`src/design/mss_pkg.sv`:
```
// Shared types and constants for the masked signature scan block.
package mss_pkg;

  localparam int unsigned PATTERN_MAX_DEF = 64;
  localparam int unsigned BLOCK_BYTES_DEF = 4096;
  localparam int unsigned TAIL_BYTES_DEF  = 64;

  localparam int unsigned POS_W  = 6;
  localparam int unsigned DATA_W = 8;
  localparam int unsigned VAL_W  = 32;
  localparam int unsigned LEN_W  = 7;

  typedef enum logic [2:0] {
    CL_LIT  = 3'd0,
    CL_WILD = 3'd1,
    CL_ABS  = 3'd2,
    CL_RAW  = 3'd3,
    CL_BYTE = 3'd4
  } class_e;

  typedef enum logic [1:0] {
    REG_LENGTH = 2'd0,
    REG_BLOCK  = 2'd1,
    REG_BASE   = 2'd2
  } reg_idx_e;

  typedef struct packed {
    logic              is_data;
    logic [POS_W-1:0]  pos;
    logic [DATA_W-1:0] data;
    class_e            cls;
    logic              last;
  } item_t;

endpackage

```
`src/design/mss_front.sv`:
```
// Input stage: takes transfers, drops out-of-range loads and normalizes entry classes.
module mss_front import mss_pkg::*; #(
  parameter int unsigned PatternMax = PATTERN_MAX_DEF
) (
  input  logic              clk_i,
  input  logic              rst_ni,
  input  logic              in_valid_i,
  output logic              in_ready_o,
  input  logic              kind_i,
  input  logic [POS_W-1:0]  position_i,
  input  logic [DATA_W-1:0] byte_value_i,
  input  logic [2:0]        entry_class_i,
  input  logic              last_i,
  output logic              push_o,
  output item_t             item_o,
  input  logic              q_ready_i
);

  logic  valid_q, valid_d;
  item_t item_q, item_d;
  logic  keep;
  logic  take;

  assign in_ready_o = !valid_q || q_ready_i;
  assign take       = in_valid_i && in_ready_o;
  assign keep       = kind_i || (int'(position_i) < PatternMax);
  assign push_o     = valid_q;
  assign item_o     = item_q;

  always_comb begin
    item_d.is_data = kind_i;
    item_d.pos     = position_i;
    item_d.data    = byte_value_i;
    item_d.last    = last_i;
    unique case (entry_class_i)
      3'd0:    item_d.cls = CL_LIT;
      3'd1:    item_d.cls = CL_WILD;
      3'd2:    item_d.cls = CL_ABS;
      3'd3:    item_d.cls = CL_RAW;
      3'd4:    item_d.cls = CL_BYTE;
      default: item_d.cls = CL_WILD;
    endcase
    valid_d = valid_q && !q_ready_i;
    if (take) begin
      valid_d = keep;
    end
  end

  always_ff @(posedge clk_i or negedge rst_ni) begin
    if (!rst_ni) begin
      valid_q <= 1'b0;
    end else begin
      valid_q <= valid_d;
    end
  end

  always_ff @(posedge clk_i) begin
    if (take) begin
      item_q <= item_d;
    end
  end

endmodule

```
`config.mk`:
```
export PLATFORM = sky130hd
export DESIGN_NAME = mss_front
export DESIGN_NICKNAME = d
export VERILOG_FILES = /design/src/design/mss_pkg.sv /design/src/design/mss_front.sv
export SDC_FILE = /design/constraint.sdc
export NUM_CORES = 1
export LEC_CHECK = 0
export BUFFER_PORTS_ARGS = -buffer_cell sky130_fd_sc_hd__buf_2
export CAP_MARGIN = 20
export CORE_MARGIN = 2
export CORE_UTILIZATION = 35
export CTS_CLUSTER_SIZE = 14
export DETAILED_ROUTE_END_ITERATION = 8
export HOLD_SLACK_MARGIN = 0.08
export PLACE_DENSITY = 0.82
export SLEW_MARGIN = 15
export SYNTH_ARGS = -nofsm -noshare
export SYNTH_HDL_FRONTEND = slang
export SYNTH_SLANG_ARGS = --single-unit
```
`constraint.sdc`:
```
create_clock -name clk_i -period 1.1 [get_ports clk_i]
set_input_delay 0 -clock clk_i [delete_from_list [all_inputs] [get_ports clk_i]]
set_output_delay 0 -clock clk_i [all_outputs]
set_load 0.01 [all_outputs]
```
==> flow_summary_export.csv, run 1 <==
group,metric,value,unit
synthesis,yosys-mux-area-fraction,0,%
timing,period_share,92.1,%
synthesis,synthXorXnorAreaFrac,0,%
global_route,gr-total-overflow,0,
die,die_h,47.0,um
synthesis,ys_types,8,
pwr,combPwrFrac,14.3,%
route,dr_total_vias,503,
synthesis,ys.warnings.count,0,
timing,finalCriticalPeriod,1010,ps
clocking,post_cts_buffers,0,
clocking,htree_levels,1,
clocking,clk_path_buf_depth,2,
timing,max_clock_freq,0.987,GHz
die,dieArea,2200,um2
critical_path,worstSetupStartpointType,"flip-flop",
pwr,p_leak,0.502,nW
critical_path,path_class,"flip-flop to flip-flop",
placement,place_area,892,um2
synthesis,syn-cell-area,646,um2
route,postRouteAntennaNets,0,
hold_path,holdPathStages,2,
synthesis,synthesis.nets,49,
clocking,numClockSinks,20,
route,postRouteWirelength,1490,um
placement,place.gp.congestion,0.602,
critical_path,regToRegStartpoint,"push_o",
timing,drv_slew,0,
pwr,ir_drop,0.730,mV
finish,area_growth,79.3,%
job,cap_violations,0,
global_route,grt_pass1_wl,2130,um
finish,postLayoutCellArea,1160,um2
global_route,gr-usage-all-layers,15.1,%
pwr,clockPowerShare,23.6,%
synthesis,synth_top_family_by_area,"simple AND/OR/NAND/NOR gates",
route,routedWlPerCell,12.2,um
route,drcViolationCount,0,
global_route,antenna_found_initial,0,
clocking,clk_latency,290,ps
synthesis,synthAdderAreaFrac,0,%
global_route,grt_pass1_vias,509,
finish,nFillCells,132,
route,vias_per_cell,4.12,
clocking,cts_root_buf,"clkbuf_4",
synthesis,synth_top_area_cell,"edfxtp_1",
synthesis,syn_avg_cell_area,24.8,um2
die,initial_utilization,37.4,%
finish,fin_util,67.0,%
clocking,cts_made_buffers,3,
pwr,power.switching,0.302,mW
clocking,cts_tree,"done",
timing,relSlewSlack,89.0,%
pwr,p_seq_share,62.1,%
die,die_w,47.0,um
pwr,power,1.44,mW
critical_path,crit_start,"push_o",
finish,nNetsFinal,121,
synthesis,ys_seq_area_share,92.2,%
timing,rsz0062_at_grt,"false",
finish,layout_common_cells,"43 x buf_2, 23 x dlygate4sd3_1, 19 x edfxtp_1",
finish,drive_above_1_share,50.5,%
hold_path,worstHoldPathType,"input pin to flip-flop",
critical_path,reg2reg_depth,2,
route,first_pass_iters,2,
global_route,grt_max_degree,12,
pwr,switching_share,21.0,%
critical_path,cp-end-kind,"flip-flop",
pwr,powerDensity,1240,nW/um2
die,ios,44,
outcome,status,"completed",
synthesis,synthTopCellsByArea,"edfxtp_1 88%, dfrtp_1 3.9%, nand2b_4 2.1%, and2_4 1.4%, a21o_1 1.2%",
critical_path,arrival,1020,ps
synthesis,synth_compound_area_share,1.16,%
die,num_rows,15,
pwr,internal_power,1.14,mW
critical_path,crit_fanout,10,
hold_path,min_from,"last_i",
finish,final_common_cell,"buf_2",
synthesis,syn_inst,26,
critical_path,required,1100,ps
timing,tns,0,ps
timing,worst_pin_slew,164,ps
placement,numPortBuffers,43,
timing,setup_viol,0,
timing,clock_skew,7.00,ps
timing,whs,401,ps
synthesis,synth_top_area_share,88.4,%
timing,hold_viol,0,
synthesis,yosys.area_share.simple,6.59,%
die,coreArea,1730,um2
route,detail_route.iter0.violations,6,
finish,antennaDiodeCount,0,
clocking,clk_pin_slew,110,ps
synthesis,ys_seq_elements,20,
[per-layer routing]
layer / vias to the layer above / global-route usage (%) / wire [um]
met5: - / 0 / 0
met4: 0 / 6.67 / 14
met3: 2 / 5.38 / 185
met2: 38 / 27.1 / 743
met1: 219 / 15.9 / 544
li1: 244 / - / -
[flip-flops by register name, indices dropped and copies added (netlist names)]
name,flops
item_o,19
push_o,1
[worst max-delay path, stage by stage (launching register included)]
cell      delay [ps]
dfrtp_1          420
nand2b_4          90
and2_4           220
[cells by family after synthesis]
group           count (synthesis)
simple gates                    5
flops                          20
compound gates                  1
[synthesized netlist by cell type]
cell / number
edfxtp_1: 19
a21o_1: 1
and2_4: 1
dfrtp_1: 1
nand2b_1: 1
nand2b_4: 1
nor2b_1: 1
nor3b_1: 1
[final timing paths]
kind                              to  slack [ps]
hold reg to reg               push_o         570
min in group asynchronous     push_o         530
hold / removal             item_o[0]         400
max in group asynchronous     push_o         470
setup reg to reg           item_o[8]          90
setup / recovery           item_o[8]          90
[power groups by stage]
| stage | Clock, mW | Sequential (mW) | Combinational (mW) |
|---|---|---|---|
| floorplan | 0 | 0.935 | 0.0283 |
| CTS | 0.345 | 0.893 | 0.205 |
| finish | 0.339 | 0.893 | 0.206 |
| global route | 0.390 | 0.898 | 0.225 |
| detailed placement | 0 | 0.911 | 0.138 |
| global placement | 0 | 0.910 | 0.133 |
[stage by stage]
| stage | setup WS, ps | cells |
|---|---|---|
| global placement | 39.2 | 94 |
| global route | 55.2 | 122 |
| finish | 86.5 | 122 |
| detailed placement | 8.35 | 94 |
| CTS | 14.5 | 122 |
| floorplan | 1.80 | 26 |
[area by class of cell]
type | count | area [um2] | share of cell area (%)
clock buffer | 3 | 22.5 | 1.95
clock inverter | 1 | 3.75 | 0.324
multi-input combinational | 7 | 58.8 | 5.08
sequential | 20 | 596 | 51.5
tap | 25 | 31.3 | 2.70
timing repair buffer | 66 | 445 | 38.5
[repair_timing]
item,CTS,global route
cloned,1,0
pin swaps,1,0
resized for setup,0,1
endpoints found under the hold margin,21,0
hold buffers,23,0
setup endpoints to repair,19,9
Power figures use the tool's default switching activity.
==> inputs of run 2 (changes only) <==
Settings changed: ABC_AREA set to 1.
==> run 2 against run 1 <==
  * Setup slack worse by 41 ps
  * Non-clock buffer count is 1 higher
  * Cell count is 4.9% higher
  * Routed wire length is 24% higher
  * Utilization is 2.6 points higher
  * Design area is 3.9% higher
  * Synthesized cell count is 23% higher
  * Critical path depth stayed put
  * Register-to-register slack worse by 40 ps
  * Combinational power is 6% higher
  * Global-route usage is 3.1 points higher
  * Clock-buffer cell count stayed put
==> flow_summary_export.csv, run 2 <==
group,metric,value,unit
job,cap_violations,0,
hold_path,worstHoldPathType,"input pin to flip-flop",
clocking,clk_path_buf_depth,2,
synthesis,ys_types,6,
global_route,antenna_found_initial,0,
synthesis,synthFlopType,"edfxtp_1",
die,ios,44,
pwr,powerDensity,1420,nW/um2
finish,final-seq-area,596,um2
die,dieArea,2190,um2
finish,drive_above_1_share,47.6,%
placement,place.gp.congestion,0.589,
route,detail_route.iter0.violations,4,
clocking,cts_tree,"done",
synthesis,synthTopCellsByArea,"edfxtp_1 89%, dfrtp_1 3.9%, nand2_1 2.9%, inv_1 2.3%, nor2_1 1.2%",
finish,postLayoutCellArea,1200,um2
placement,numPortBuffers,43,
synthesis,syn_inst,32,
timing,relSlewSlack,89.6,%
synthesis,synthesis.nets,55,
global_route,grt_pass1_vias,551,
finish,largest_reg_flops,19,
route,vias_per_cell,4.34,
pwr,p_leak,0.535,nW
synthesis,synth_top_area_share,88.9,%
clocking,htree_levels,1,
outcome,status,"completed",
finish,multi_input_area,42.5,um2
critical_path,path_class,"flip-flop to flip-flop",
global_route,gr-total-overflow,0,
finish,nNetsFinal,127,
timing,max_clock_freq,0.948,GHz
placement,place_area,920,um2
finish,area_growth,87.3,%
timing,tns,0,ps
clocking,clk_latency,290,ps
synthesis,syn-cell-area,642,um2
synthesis,synth_edf_count,19,
timing,clock_skew,1.48,ps
finish,final_common_cell,"buf_2",
placement,post-dp-hpwl,922,um
route,dr_total_vias,555,
synthesis,synth_top_area_cell,"edfxtp_1",
finish,nFillCells,116,
clocking,cts_root_buf,"clkbuf_4",
finish,antennaDiodeCount,0,
die,die_h,46.8,um
timing,worst_pin_slew,156,ps
global_route,gr-usage-all-layers,18.2,%
synthesis,synth.most_common_cell,"edfxtp_1",
clocking,clk_pin_slew,110,ps
synthesis,syn_avg_cell_area,20.1,um2
route,postRouteWirelength,1840,um
global_route,grt_pass1_wl,2580,um
route,drcViolationCount,0,
timing,hold_viol,0,
synthesis,yosys-top-cells-count,"19 x edfxtp_1, 5 x nand2_1, 4 x inv_1, 2 x nor2_1",
route,routedWlPerCell,14.4,um
timing,period_share,95.9,%
clocking,post_cts_buffers,0,
route,postRouteAntennaNets,0,
synthesis,synthArstFlopShare,5.00,%
clocking,cts_made_buffers,3,
timing,setup_viol,0,
die,coreArea,1730,um2
timing,drv_slew,0,
pwr,ir_drop,0.740,mV
route,first_pass_iters,4,
global_route,grt_max_degree,20,
critical_path,arrival,1070,ps
critical_path,required,1110,ps
die,initial_utilization,37.2,%
die,num_rows,15,
finish,layout_common_cells,"43 x buf_2, 23 x dlygate4sd3_1, 19 x edfxtp_1",
critical_path,worstSetupStartpointType,"flip-flop",
die,die_w,46.8,um
synthesis,ys_seq_elements,20,
critical_path,cp-end-kind,"flip-flop",
synthesis,ys.warnings.count,0,
synthesis,ys_seq_area_share,92.8,%
timing,finalCriticalPeriod,1050,ps
critical_path,crit_fanout,19,
timing,rsz0062_at_grt,"false",
clocking,numClockSinks,20,
## run 2: cell count changes in the layout (fill, tap and decap cells not counted), sizes merged
cell | previous run | this run
inv | 0 | 4
a21o | 1 | 0
nand2b | 2 | 0
clkinv | 1 | 0
nor3b | 1 | 0
and2 | 2 | 0
buf | 43 | 44
nor2b | 1 | 0
nand2 | 0 | 5
nor2 | 0 | 2
a21oi | 0 | 1
bufinv | 0 | 1
## run 2: timing repair
| action | CTS | global route |
|---|---|---|
| gates resized for setup | 0 | 0 |
| hold buffers | 23 | 0 |
| endpoints found under the setup margin | 0 | 0 |
| endpoints found under the hold margin | 21 | 0 |
## run 2: logic make-up after synthesis
family | Yosys count | synth area share [%]
flip-flops | 20 | 92.8
AO/OA/AOI/OAI | 1 | 0.779
buffers and inverters | 4 | 2.34
AND/OR/NAND/NOR | 7 | 4.09
## run 2: power by group
group          switching (mW)  internal, mW  leakage [nW]
registers              0.0151         0.883         0.192
clock network           0.217         0.368        0.0279
logic                  0.0949         0.124         0.315
## run 2: worst paths after layout
path                                  from        end  slack (ps)  cells past startpoint
max                                 push_o  item_o[9]          50                      2
min                        byte_value_i[5]  item_o[9]         420                      2
max reg2reg                         push_o  item_o[9]          50                      2
min reg2reg                         push_o     push_o         610                      2
max in group asynchronous           rst_ni     push_o         440                      3
min in group asynchronous           rst_ni     push_o         560                      3
## run 2: metrics by stage
step	setup WS (ps)	instances	hold WS (ps)	power (mW)	util, %
floorplan	-114	32	-296	0.965	-
global placement	94.1	101	-225	1.05	53.3
detailed placement	69.6	101	-223	1.06	53.3
CTS	39.6	128	409	1.68	69.6
global route	1.78	128	401	1.77	69.6
finish	45.6	128	419	1.70	69.6
## run 2: worst max-delay path, cell delays in order (launching register included)
cell and delay (ps):
dfrtp_1 440, a21oi_4 160, buf_12 180
## run 2: cell type report
class	count	share of cell area [%]
clock buffers	3	1.87
clock inverters	1	2.50
inverters	4	1.25
multi-input cells	8	3.54
flip-flops and latches	20	49.5
well taps	25	2.60
repair buffers	67	38.7
## run 2: layer usage
layer	vias up	GRT usage, %	wire length (um)
li1	257	-	-
met1	258	20.2	715
met2	34	32.3	933
met3	6	5.00	150
met4	0	8.33	43
met5	-	0	0
