$ cat src/design/mss_pkg.sv
// Shared types and constants for the masked signature scan block.
package mss_pkg;

  localparam int unsigned PATTERN_MAX_DEF = 64;
  localparam int unsigned BLOCK_BYTES_DEF = 4096;
  localparam int unsigned TAIL_BYTES_DEF  = 64;

  localparam int unsigned POS_W  = 6;
  localparam int unsigned DATA_W = 8;
  localparam int unsigned VAL_W  = 32;
  localparam int unsigned LEN_W  = 7;

  typedef enum logic [2:0] {
    CL_LIT  = 3'd0,
    CL_WILD = 3'd1,
    CL_ABS  = 3'd2,
    CL_RAW  = 3'd3,
    CL_BYTE = 3'd4
  } class_e;

  typedef enum logic [1:0] {
    REG_LENGTH = 2'd0,
    REG_BLOCK  = 2'd1,
    REG_BASE   = 2'd2
  } reg_idx_e;

  typedef struct packed {
    logic              is_data;
    logic [POS_W-1:0]  pos;
    logic [DATA_W-1:0] data;
    class_e            cls;
    logic              last;
  } item_t;

endpackage

$ cat src/design/mss_fifo.sv
// Two-entry queue between the input stage and the scan core.
module mss_fifo import mss_pkg::*; (
  input  logic  clk_i,
  input  logic  rst_ni,
  input  logic  push_i,
  input  item_t item_i,
  output logic  ready_o,
  output logic  valid_o,
  output item_t item_o,
  input  logic  pop_i
);

  item_t      mem_q [2];
  logic       wr_ptr_q, wr_ptr_d;
  logic       rd_ptr_q, rd_ptr_d;
  logic [1:0] cnt_q, cnt_d;
  logic       do_push, do_pop;

  assign ready_o = (cnt_q != 2'd2);
  assign valid_o = (cnt_q != 2'd0);
  assign item_o  = mem_q[rd_ptr_q];
  assign do_push = push_i && ready_o;
  assign do_pop  = pop_i && valid_o;

  always_comb begin
    wr_ptr_d = do_push ? !wr_ptr_q : wr_ptr_q;
    rd_ptr_d = do_pop ? !rd_ptr_q : rd_ptr_q;
    cnt_d    = cnt_q;
    if (do_push && !do_pop) begin
      cnt_d = cnt_q + 2'd1;
    end else if (do_pop && !do_push) begin
      cnt_d = cnt_q - 2'd1;
    end
  end

  always_ff @(posedge clk_i or negedge rst_ni) begin
    if (!rst_ni) begin
      wr_ptr_q <= 1'b0;
      rd_ptr_q <= 1'b0;
      cnt_q    <= 2'd0;
    end else begin
      wr_ptr_q <= wr_ptr_d;
      rd_ptr_q <= rd_ptr_d;
      cnt_q    <= cnt_d;
    end
  end

  always_ff @(posedge clk_i) begin
    if (do_push) begin
      mem_q[wr_ptr_q] <= item_i;
    end
  end

endmodule

$ cat config.mk
export PLATFORM = sky130hd
export DESIGN_NAME = mss_fifo
export DESIGN_NICKNAME = d
export VERILOG_FILES = /design/src/design/mss_pkg.sv /design/src/design/mss_fifo.sv
export SDC_FILE = /design/constraint.sdc
export NUM_CORES = 1
export LEC_CHECK = 0
export CAP_MARGIN = 20
export CORE_UTILIZATION = 35
export CTS_BUF_LIST = sky130_fd_sc_hd__clkbuf_16
export CTS_CLUSTER_DIAMETER = 100
export DETAILED_ROUTE_END_ITERATION = 10
export DONT_BUFFER_PORTS = 1
export GPL_TIMING_DRIVEN = 0
export PLACE_DENSITY = 0.49
export SLEW_MARGIN = 20
export SYNTH_ARGS = -nofsm -noshare
export SYNTH_HDL_FRONTEND = slang
export SYNTH_SLANG_ARGS = --single-unit
$ cat constraint.sdc
create_clock -name clk_i -period 4.6 [get_ports clk_i]
set_input_delay 0.23 -clock clk_i [delete_from_list [all_inputs] [get_ports clk_i]]
set_output_delay 0.23 -clock clk_i [all_outputs]
set_load 0.03 [all_outputs]
==> results of run 1 <==
==> metal layers <==
metal,share of wire (%),vias up,global-route usage (%)
met5,0,-,0
met4,1.2,0,4.082
met3,9.6,4,6.250
met2,57,30,19.20
met1,33,325,9.056
li1,-,307,-
==> logic make-up after synthesis <==
group	synth area share, %
xor+xnor	2.756
simple gates	3.228
mux	13.46
buf+inv	1.653
flops	78.11
fa+ha+maj	0.7873
==> worst min-delay path by stage <==
stage                     startpoint                      to  slack [ns]  cells after the start
after floorplan               rst_ni    cnt_q[0]$_DFFE_PN0P_       -0.07                      0
after global placement        rst_ni    cnt_q[1]$_DFFE_PN0P_       -0.07                      0
after detailed placement      rst_ni    cnt_q[1]$_DFFE_PN0P_       -0.07                      0
after CTS                 item_i[15]  mem_q[1][15]$_DFFE_PP_        0.04                      0
after global routing       item_i[0]   mem_q[1][0]$_DFFE_PP_        0.03                      0
final                     item_i[16]  mem_q[0][16]$_DFFE_PP_        0.05                      0
==> state kept, by name, indices dropped and copies added (netlist names) <==
register and count:
cnt_q 2, mem_q 38, wr_ptr_q 1, rd_ptr_q 1
==> where the power goes <==
group          internal (W)  total, W  switching, W  leakage [nW]
sequential         0.000528  0.000562     0.0000342         0.400
clock              0.000197  0.000322      0.000124        0.0672
combinational      0.000152  0.000464      0.000312         0.158
==> critical path: stages, from the launching register on <==
cell and delay, ns:
dfrtp_1 0.42, nand2b_4 0.22, and3_1 0.80
==> final cells by class <==
| type | instances | share of cell area, % |
|---|---|---|
| flip-flops and latches | 42 | 68.23 |
| multi-input cells | 32 | 17.81 |
| clock buffers | 5 | 6.878 |
| well taps | 52 | 3.576 |
| plain buffers | 2 | 1.238 |
| repair buffers | 2 | 1.169 |
| clock inverters | 3 | 0.8941 |
| inverters | 1 | 0.2063 |
==> cells in the final DEF, fill, tap and decap left out, drive strengths merged <==
master / n
mux2: 19
clkinvlp: 1
nand2: 2
xnor2: 3
clkbuf: 5
buf: 3
nand2b: 1
xor2: 2
dfrtp: 4
nor2: 2
dlygate4sd3: 1
or2: 1
ha: 1
edfxtp: 38
clkinv: 2
and3: 1
inv: 1
==> what timing repair did <==
| item | in CTS | in global routing |
|---|---|---|
| hold buffers | 1 | 0 |
| hold endpoints to repair | 4 | 0 |
| gates resized for setup | 0 | 0 |
==> stage by stage <==
step           std cells  hold slack (ns)
6_report             139          0.04705
5_1_grt              139          0.03071
4_1_cts              139          0.04011
3_5_place_dp         130         -0.06548
3_3_place_gp         129         -0.06548
2_1_floorplan         77         -0.06559
==> results by group, run 1 <==
Run status
  • Status: completed

Cells and area
  • Layout area overhead: 14.49%
  • FF+latch area: 1241 um^2
  • Share of cells above drive strength 1: a little under two fifths
  • Multi-input gate area: ~320 um^2
  • Fin nets: 110
  • Layout fillers: 388
  • Inserted Diodes: 0
  • Final Util: 41.78%
  • Final Cell Area: roughly 1800 um^2

Global route
  • Gr ovfl total: 0
  • First-pass GRT wire length: around 3600 um
  • Initial antenna violation count: 0
  • Tot GR Track Use: 10.46%
  • Largest net degree at the start of global routing: 20
  • Vias in the first global route: 775

Synth
  • Syn avg cell area: approximately 21 um^2
  • Sequential area share after synthesis: roughly four fifths
  • Most common cell in the synthesized netlist: edfxtp_1
  • Primary FF master, synth: edfxtp_1
  • Post-synth ARST share: 9.524%
  • Post-synth top area share: 71.81%
  • Synth top area cells: edfxtp_1 (72%), mux2_2 (13%), dfrtp_1 (6.3%)
  • Gate Count Post-Synth: 77
  • Post-synth EDFFs: 38
  • Post-synth top area cell: edfxtp_1
  • Cell area after synthesis: 1589 um^2
  • Synth Register Bits: 42
  • Synthesis warning total: 0
  • Post-synth cell types: 14
  • Synth top cells by count: edfxtp_1 (38), mux2_2 (19), dfrtp_1 (4)
  • Synth Net Count: between 100 and 150

Routing
  • Post-route DRC violation count: 0
  • Detailed Route WL: approximately 2200 um
  • DRT Pass-1 Iters: 2
  • WL/cell: 16.04 um
  • Vias: 666
  • Starting DRC count in detailed routing: 14
  • Antenna-violating nets left: 0
  • Vias per cell: ~4.8

Pwr
  • Max IR drop VDD: 276.9 uV
  • PwrDens: 741.1 nW/um^2
  • Leak: around 0.62 nW
  • Total power: 0.001348 W

Clocking
  • # clock sinks: 42
  • Total CTS buffers: 5
  • Worst skew pair latency: roughly 0.27 ns
  • Clk buf depth: 2
  • CTS tree: yes
  • Clk slew on worst S/H paths: about 0.06 ns
  • CTS H-Tree Depth: 2
  • CTS Root Cell: clkbuf_16
  • Setup bufs post-CTS: 0

Setup path
  • Worst Setup End Kind: flip-flop
  • Reg2reg setup slack: 2.78 ns
  • Critical Path Start: cnt_q[0]$_DFFE_PN0P_
  • Worst EP arrival: 1.72 ns
  • Crit-path max FO: 19
  • Reg2reg end: mem_q[1][2]$_DFFE_PP_
  • Crit path kind: reg2reg
  • Reg2reg start: cnt_q[0]$_DFFE_PN0P_
  • CP required: 4.50 ns
  • Crit path launch type: flip-flop
  • FF-to-FF path depth: 2
  • Worst setup path end: mem_q[1][2]$_DFFE_PP_

STA
  • Slew margin rel.: a little under two fifths
  • Period utilization: between 30% and 40%
  • Unrepaired setup endpoints after global routing: false
  • Setup violators final: 0
  • Worst Tran Pin Value: 0.9389 ns
  • Max Freq: 548.9 MHz
  • Tmin final: roughly 1.8 ns
  • Skew final: 0.004545 ns
  • Setup TNS: 0 ns
  • Hold Fails Final Rpt: 0
  • Final slew viol count: 0
  • Setup WS post-layout: 2.778 ns

Placement
  • GPL Wtd Cong: approximately 0.63
  • Final HPWL DP: 1499 um
  • Port Buf Inserts: 0
  • Setup Slack @ Placement: ~2.7 ns
  • Area post-placement: 1668 um^2

Die
  • I/O Pins: 44
  • Die area: approximately 4800 um^2
  • Die height: slightly below 70 um
  • Core area: between 4000 and 5000 um^2
  • DIE WIDTH: between 60 and 70 um
  • Row cnt: 24
  • Initial Utilization: a little over a third

Flow run
  • Max-cap viol count: 0

Worst hold path
  • Min-Delay Path Class: in2reg
No activity file was read; power rests on OpenSTA's default activity.
==> run 2: changes to the inputs <==
- ABC_AREA: unset -> 1
- PLACE_DENSITY: 0.49 -> 0.51
- clock period: 4.6 -> 1.5 ns (I/O delays scaled with it)
==> run 2 against run 1 <==
First-iteration DRC count rose to 5.6 times the previous value. Worst setup slack worse by 2.7 ns. Global-route usage up 3.0 points. Critical endpoint is now cnt_q[1]$_DFFE_PN0P_. Highest routed layer unchanged.
==> results by group, run 2 <==
Synth
  • Cell area after synthesis: 1627 um^2
  • Most common cell in the synthesized netlist: nand2_1
  • Post-synth EDFFs: 38
  • Gate Count Post-Synth: 128
  • Post-synth top area cell: edfxtp_1
  • Synth Net Count: ~150
  • Sequential area share after synthesis: 76.31%
  • Synth top area cells: edfxtp_1 (70%), nand2_1 (15%), dfrtp_1 (6.2%)
  • Synthesis warning total: 0
  • Synth top cells by count: nand2_1 (63), edfxtp_1 (38), inv_1 (5)
  • Post-synth top area share: 70.15%
  • Post-synth ARST share: 9.524%
  • Syn avg cell area: about 13 um^2
  • Synth Register Bits: 42
  • Primary FF master, synth: edfxtp_1
  • Post-synth cell types: 15

Die
  • Initial Utilization: 36.85%
  • I/O Pins: 44
  • Row cnt: 24
  • DIE WIDTH: approximately 70 um
  • Die area: 4924 um^2
  • Die height: about 70 um
  • Core area: 4414 um^2

Setup path
  • Worst Setup End Kind: flip-flop
  • Critical-path cell list: inv_2 > buf_6 > nand2_8 > nand2_2 > ha_4 > inv_1 > nand3_1 > nand2_1 > nand2_1
  • Worst EP arrival: 1.60 ns
  • Crit path kind: reg2reg
  • CP required: 1.67 ns
  • Largest stage delay on the critical path: 0.40 ns
  • Slowest CP cell: dfrtp_1
  • WP buf/inv: 3
  • Crit path launch type: flip-flop
  • CP delay by family, top: flip-flops
  • Cell mode on critical path: nand2_1
  • Crit-path max FO: 3

Clocking
  • Total CTS buffers: 5
  • CTS tree: yes
  • CTS H-Tree Depth: 2
  • Clk slew on worst S/H paths: ~0.05 ns
  • CTS Root Cell: clkbuf_16
  • Worst skew pair latency: 0.28 ns
  • Clk buf depth: 2
  • # clock sinks: 42

Pwr
  • PwrDens: about 2100 nW/um^2
  • Internal power: ~0.0027 W
  • Sequential Power Share: 37.1%
  • Switch share: 41.21%
  • Max IR drop VDD: 903.9 uV
  • Total power: approximately 0.0046 W
  • Leak: 0.8777 nW
  • Comb pwr share: 41.2%
  • Sw Pwr: 0.001915 W
  • Clock Power Share: between 20% and 30%

Cells and area
  • Commonest non-fill, non-tap cell in the layout: nand2_1
  • Fin nets: 187
  • Non-filler cells, final: ~220
  • Final Cell Area: 2183 um^2
  • Max reg flops: 38
  • Layout fillers: a little under 400
  • Inserted Diodes: 0
  • Layout area overhead: 34.23%
  • Top flop regs: mem_q x38, cnt_q x2
  • Most frequent cells in the layout: nand2_1 (63), edfxtp_1 (38), dlygate4sd3_1 (21)
  • Share of cells above drive strength 1: 17.07%
  • Register with the most flip-flops: mem_q

Global route
  • Largest net degree at the start of global routing: 20
  • Tot GR Track Use: a little over an eighth
  • First-pass GRT wire length: 4919 um
  • Initial antenna violation count: 0
  • Gr ovfl total: 0
  • Vias in the first global route: 1,004

STA
  • Final slew viol count: 0
  • Setup violators final: 0
  • Skew final: 0.003282 ns
  • Worst Tran Pin Value: 0.3125 ns
  • Max Freq: 700.4 MHz
  • Hold Fails Final Rpt: 0
  • Setup WS post-layout: 0.07216 ns
  • Tmin final: roughly 1.4 ns
  • WHS: 0.04511 ns
  • Period utilization: between 90% and 100%
  • Slew margin rel.: slightly below 80%

Placement
  • Port Buf Inserts: 0
  • Area post-placement: 1697 um^2
  • Setup Slack @ Placement: -0.4061 ns
  • GPL Wtd Cong: 0.6308
  • Final HPWL DP: between 1500 and 2000 um
  • Placed cell count: 180

Routing
  • Vias per cell: 4.593
  • Post-route DRC violation count: 0
  • Antenna-violating nets left: 0
  • Detailed Route WL: 2969 um
  • Vias: 992
  • WL/cell: 13.75 um
  • DRT Pass-1 Iters: 4
  • Starting DRC count in detailed routing: a little under 80

Worst hold path
  • Min-Delay Path Class: in2reg

Run status
  • Status: completed

Flow run
  • Max-cap viol count: 0
==> run 2: cell types whose count changed in the layout (fill, tap and decap cells not counted), sizes merged, moves of 2 or more <==
cell         before  now
dlygate4sd3       1   21
inv               1    7
nand3             0    2
nand2             2   67
mux2             19    0
buf               3   11
xnor2             3    1
==> run 2: worst reg2reg max path, delay by kind of cell (launching register included) <==
family / cells / cell delay (ns)
buffers and inverters: 3 / 0.33
flip-flops: 1 / 0.40
adder cells (fa/ha/maj): 1 / 0.21
AND/OR/NAND/NOR: 5 / 0.37
==> run 2: power by group through the flow <==
stage,Clock [W],Sequential (W),Combinational (W)
2_1_floorplan,0,0.00172,0.00135
6_report,0.00101,0.00172,0.00191
5_1_grt,0.00108,0.00175,0.00208
3_5_place_dp,0,0.00174,0.00159
4_1_cts,0.00104,0.00172,0.00176
3_3_place_gp,0,0.00173,0.00155
==> run 2: metrics by stage <==
step                       TNS (ns)  utilization [%]
after floorplan              -1.913                -
after global routing      -0.001699            49.46
final                             0            49.46
after CTS                  -0.01712            47.70
after global placement       -13.27            38.44
after detailed placement     -15.29            38.44
==> run 2: layout make-up <==
class	count	area (um^2)	share of cell area (%)
flip-flops and latches	42	1241	56.85
multi-input cells	75	391.6	17.94
repair buffers	28	291.5	13.35
clock buffers	5	125.1	5.731
well taps	52	65.06	2.980
plain buffers	4	26.28	1.203
inverters	7	26.28	1.203
clock inverters	3	16.27	0.7450
==> run 2: routing by layer <==
metal	up-vias	routed length, um	track usage [%]
li1	487	-	-
met1	466	1251	15.56
met2	33	1504	22.22
met3	6	156	4.906
met4	0	57	6.000
met5	-	0	0
==> run 2: kinds of logic (layout without fill, tap and decap cells) <==
group / after synthesis / count (layout) / share of synthesized area [%]
DFF: 42 / 42 / 76.31
buffers and inverters: 11 / 47 / 3.231
and+or+nand+nor: 72 / 72 / 18.15
xor gates and xnor gates: 2 / 2 / 1.539
adders and majority gates: 1 / 1 / 0.7691
==> run 2: final timing paths <==
kind                                      start              endpoint  slack, ns  cells past startpoint
setup / recovery           cnt_q[0]$_DFFE_PN0P_  cnt_q[1]$_DFFE_PN0P_       0.07                      9
hold / removal                           push_i  wr_ptr_q$_DFFE_PN0P_       0.05                      3
setup reg to reg           cnt_q[0]$_DFFE_PN0P_  cnt_q[1]$_DFFE_PN0P_       0.07                      9
hold reg to reg            cnt_q[0]$_DFFE_PN0P_  cnt_q[0]$_DFFE_PN0P_       0.62                      2
max in group asynchronous                rst_ni  wr_ptr_q$_DFFE_PN0P_       1.24                      1
min in group asynchronous                rst_ni  rd_ptr_q$_DFFE_PN0P_       0.07                      1
==> run 2: what timing repair did <==
action / CTS / global route
setup endpoints to repair: 38 / 1
gates resized for setup: 2 / 6
pin swaps: 2 / 1
buffers inserted: 3 / 4
hold buffers: 21 / 0
hold endpoints to repair: 44 / 0
==> run 3: changes to the inputs <==
- ABC_CLOCK_PERIOD_IN_PS: unset -> 1300
- clock period: 1.5 -> 1.3 ns (I/O delays scaled with it)
==> run 3 against run 2 <==
The flow now finishes with violations (negative hold slack, negative setup slack). Clock-buffer cell count stayed put. Worst hold slack got worse by 0.077 ns. Worst setup slack got worse by 0.10 ns. Utilization is 2.4 points higher. Combinational power is 31% higher. Flip-flop and latch count is the same. First-iteration DRC count decreased by 78%. Highest routed layer unchanged.
==> results by group, run 3 (same netlist as run 2, synthesis figures left out) <==
Run status
  • Status: finished with violations
  • Failing checks: negative hold slack, negative setup slack

Setup path
  • Crit-path max FO: 4
  • Slowest CP cell: dfrtp_1
  • Worst EP arrival: 1.49 ns
  • Worst Setup End Kind: flip-flop
  • CP required: 1.46 ns
  • Crit path launch type: flip-flop
  • Largest stage delay on the critical path: 0.41 ns
  • Reg2reg setup slack: -0.03 ns
  • Crit path kind: reg2reg
  • Critical-path cell list: inv_4 > nand2_8 > nand2_8 > inv_4 > ha_4 > inv_2 > nand3_2 > nand2_1 > nand2_1
  • FF-to-FF path depth: 9

Clocking
  • CTS H-Tree Depth: 2
  • Total CTS buffers: 5
  • Hold-fix buffers, CTS: 21
  • CTS Root Cell: clkbuf_16
  • CTS tree: yes
  • Clk slew on worst S/H paths: 0.06 ns
  • # clock sinks: 42
  • Worst skew pair latency: 0.27 ns
  • Clk buf depth: 2

Cells and area
  • Inserted Diodes: 0
  • Fin nets: 188
  • Layout area overhead: 40.69%
  • Share of cells above drive strength 1: between 30% and 40%
  • Final Cell Area: between 2000 and 2500 um^2
  • Commonest non-fill, non-tap cell in the layout: nand2_1
  • Layout fillers: 368
  • Most frequent cells in the layout: nand2_1 (43), edfxtp_1 (38), dlygate4sd3_1 (21)
  • Register with the most flip-flops: mem_q
  • Max reg flops: 38
  • Top flop regs: mem_q x38, cnt_q x2

Global route
  • GRT busiest layer: met2
  • First-pass GRT wire length: 5043 um
  • GR Util met2: a little over a quarter
  • Vias in the first global route: 1,100
  • Gr ovfl total: 0
  • Initial antenna violation count: 0
  • Tot GR Track Use: between 10% and 20%
  • Global routing usage on met3: 5.195%
  • Largest net degree at the start of global routing: 18
  • M1 GR Usage: approximately 14%

Pwr
  • Switch share: 41.11%
  • Comb pwr share: around 45%
  • Clock Power Share: 20.0%
  • Leak: 0.9063 nW
  • Internal power: roughly 0.0033 W
  • Sw Pwr: 0.002321 W
  • PwrDens: 2466 nW/um^2
  • Total power: ~0.0056 W
  • Sequential Power Share: 35.5%
  • Max IR drop VDD: 1151 uV

Placement
  • Final HPWL DP: 1952 um
  • Area post-placement: 1719 um^2
  • Port Buf Inserts: 0
  • GPL Wtd Cong: 0.6630

STA
  • Final slew viol count: 0
  • Skew final: between 0.003 and 0.004 ns
  • Period utilization: 102.5%
  • Unrepaired setup endpoints after global routing: true
  • Tmin final: between 1 and 1.5 ns
  • Setup violators final: 10
  • Hold Fails Final Rpt: 1
  • Max Freq: 750.5 MHz
  • WHS: -0.03159 ns
  • Setup WS post-layout: -0.03249 ns
  • Worst Tran Pin Value: 0.2291 ns
  • Slew margin rel.: 84.68%

Die
  • Row cnt: 24
  • Initial Utilization: a little under two fifths
  • Die height: between 70 and 80 um
  • Die area: 4924 um^2
  • I/O Pins: between 40 and 50
  • DIE WIDTH: 70.17 um
  • Core area: between 4000 and 5000 um^2

Routing
  • Detailed Route WL: about 3200 um
  • WL/cell: 14.97 um
  • Vias per cell: 4.654
  • Vias: 1,010
  • Antenna-violating nets left: 0
  • DRT Pass-1 Iters: 4
  • Starting DRC count in detailed routing: 17
  • Post-route DRC violation count: 0

Flow run
  • Max-cap viol count: 0

Worst hold path
  • Hold Crit Depth: 2
  • Min-Delay Path Class: in2reg
[run 3: cell type report]
cell class                      count  area (um^2)  share of cell area, %
Sequential cell                    42         1242                  54.29
Multi-Input combinational cell     75        457.9                  20.01
Timing Repair Buffer               29        312.8                  13.67
Clock buffer                        5        125.1                  5.467
Tap cell                           52        65.06                  2.843
Buffer                              4        41.29                  1.804
Inverter                            7        31.28                  1.367
Clock inverter                      3        12.51                 0.5467
[run 3: final timing paths]
path | from | to
max in group asynchronous | rst_ni | cnt_q[1]$_DFFE_PN0P_
worst min-delay path | push_i | wr_ptr_q$_DFFE_PN0P_
worst min register to register | cnt_q[1]$_DFFE_PN0P_ | cnt_q[1]$_DFFE_PN0P_
worst max register to register | cnt_q[0]$_DFFE_PN0P_ | cnt_q[1]$_DFFE_PN0P_
worst max-delay path | cnt_q[0]$_DFFE_PN0P_ | cnt_q[1]$_DFFE_PN0P_
min in group asynchronous | rst_ni | wr_ptr_q$_DFFE_PN0P_
[run 3: power groups by stage]
stage	Clock, W	Sequential [W]	Combinational (W)
finish	0.00113	0.00201	0.00251
floorplan	0	0.00199	0.00160
global route	0.00122	0.00204	0.00269
CTS	0.00116	0.00199	0.00233
global placement	0	0.00200	0.00185
detailed placement	0	0.00202	0.00188
[run 3: routing by layer]
layer  share of wire (%)  wire, um
met1                  37      1205
met2                  57      1854
met3                 4.6       150
met4                 1.2        40
met5                   0         0
[run 3: per-stage QoR]
stage          setup slack (ns)  setup TNS [ns]  util [%]  std cells  hold slack, ns
3_3_place_gp            -0.2525          -9.326     38.95        180         -0.2305
5_1_grt                -0.08587         -0.6670     51.84        217        -0.02471
6_report               -0.03249        -0.09076     51.84        217        -0.03159
3_5_place_dp            -0.2828          -10.40     38.95        180         -0.2305
4_1_cts                -0.05916         -0.5598     50.09        215        -0.03013
2_1_floorplan          -0.03841          -1.488         -        128         -0.2306
[run 3: critical path: cells and delay by family (launching register included)]
kind / cells / cell delay, ns
flops: 1 / 0.41
simple gates: 5 / 0.38
buf+inv: 3 / 0.21
fa+ha+maj: 1 / 0.21
[run 3: repair_timing]
action                                  CTS  global route
hold endpoints to repair                 44             1
pin swaps                                 4             2
endpoints found under the setup margin   59            41
gates cloned                              0             1
setup buffers                             6             1
resized for setup                        27            11
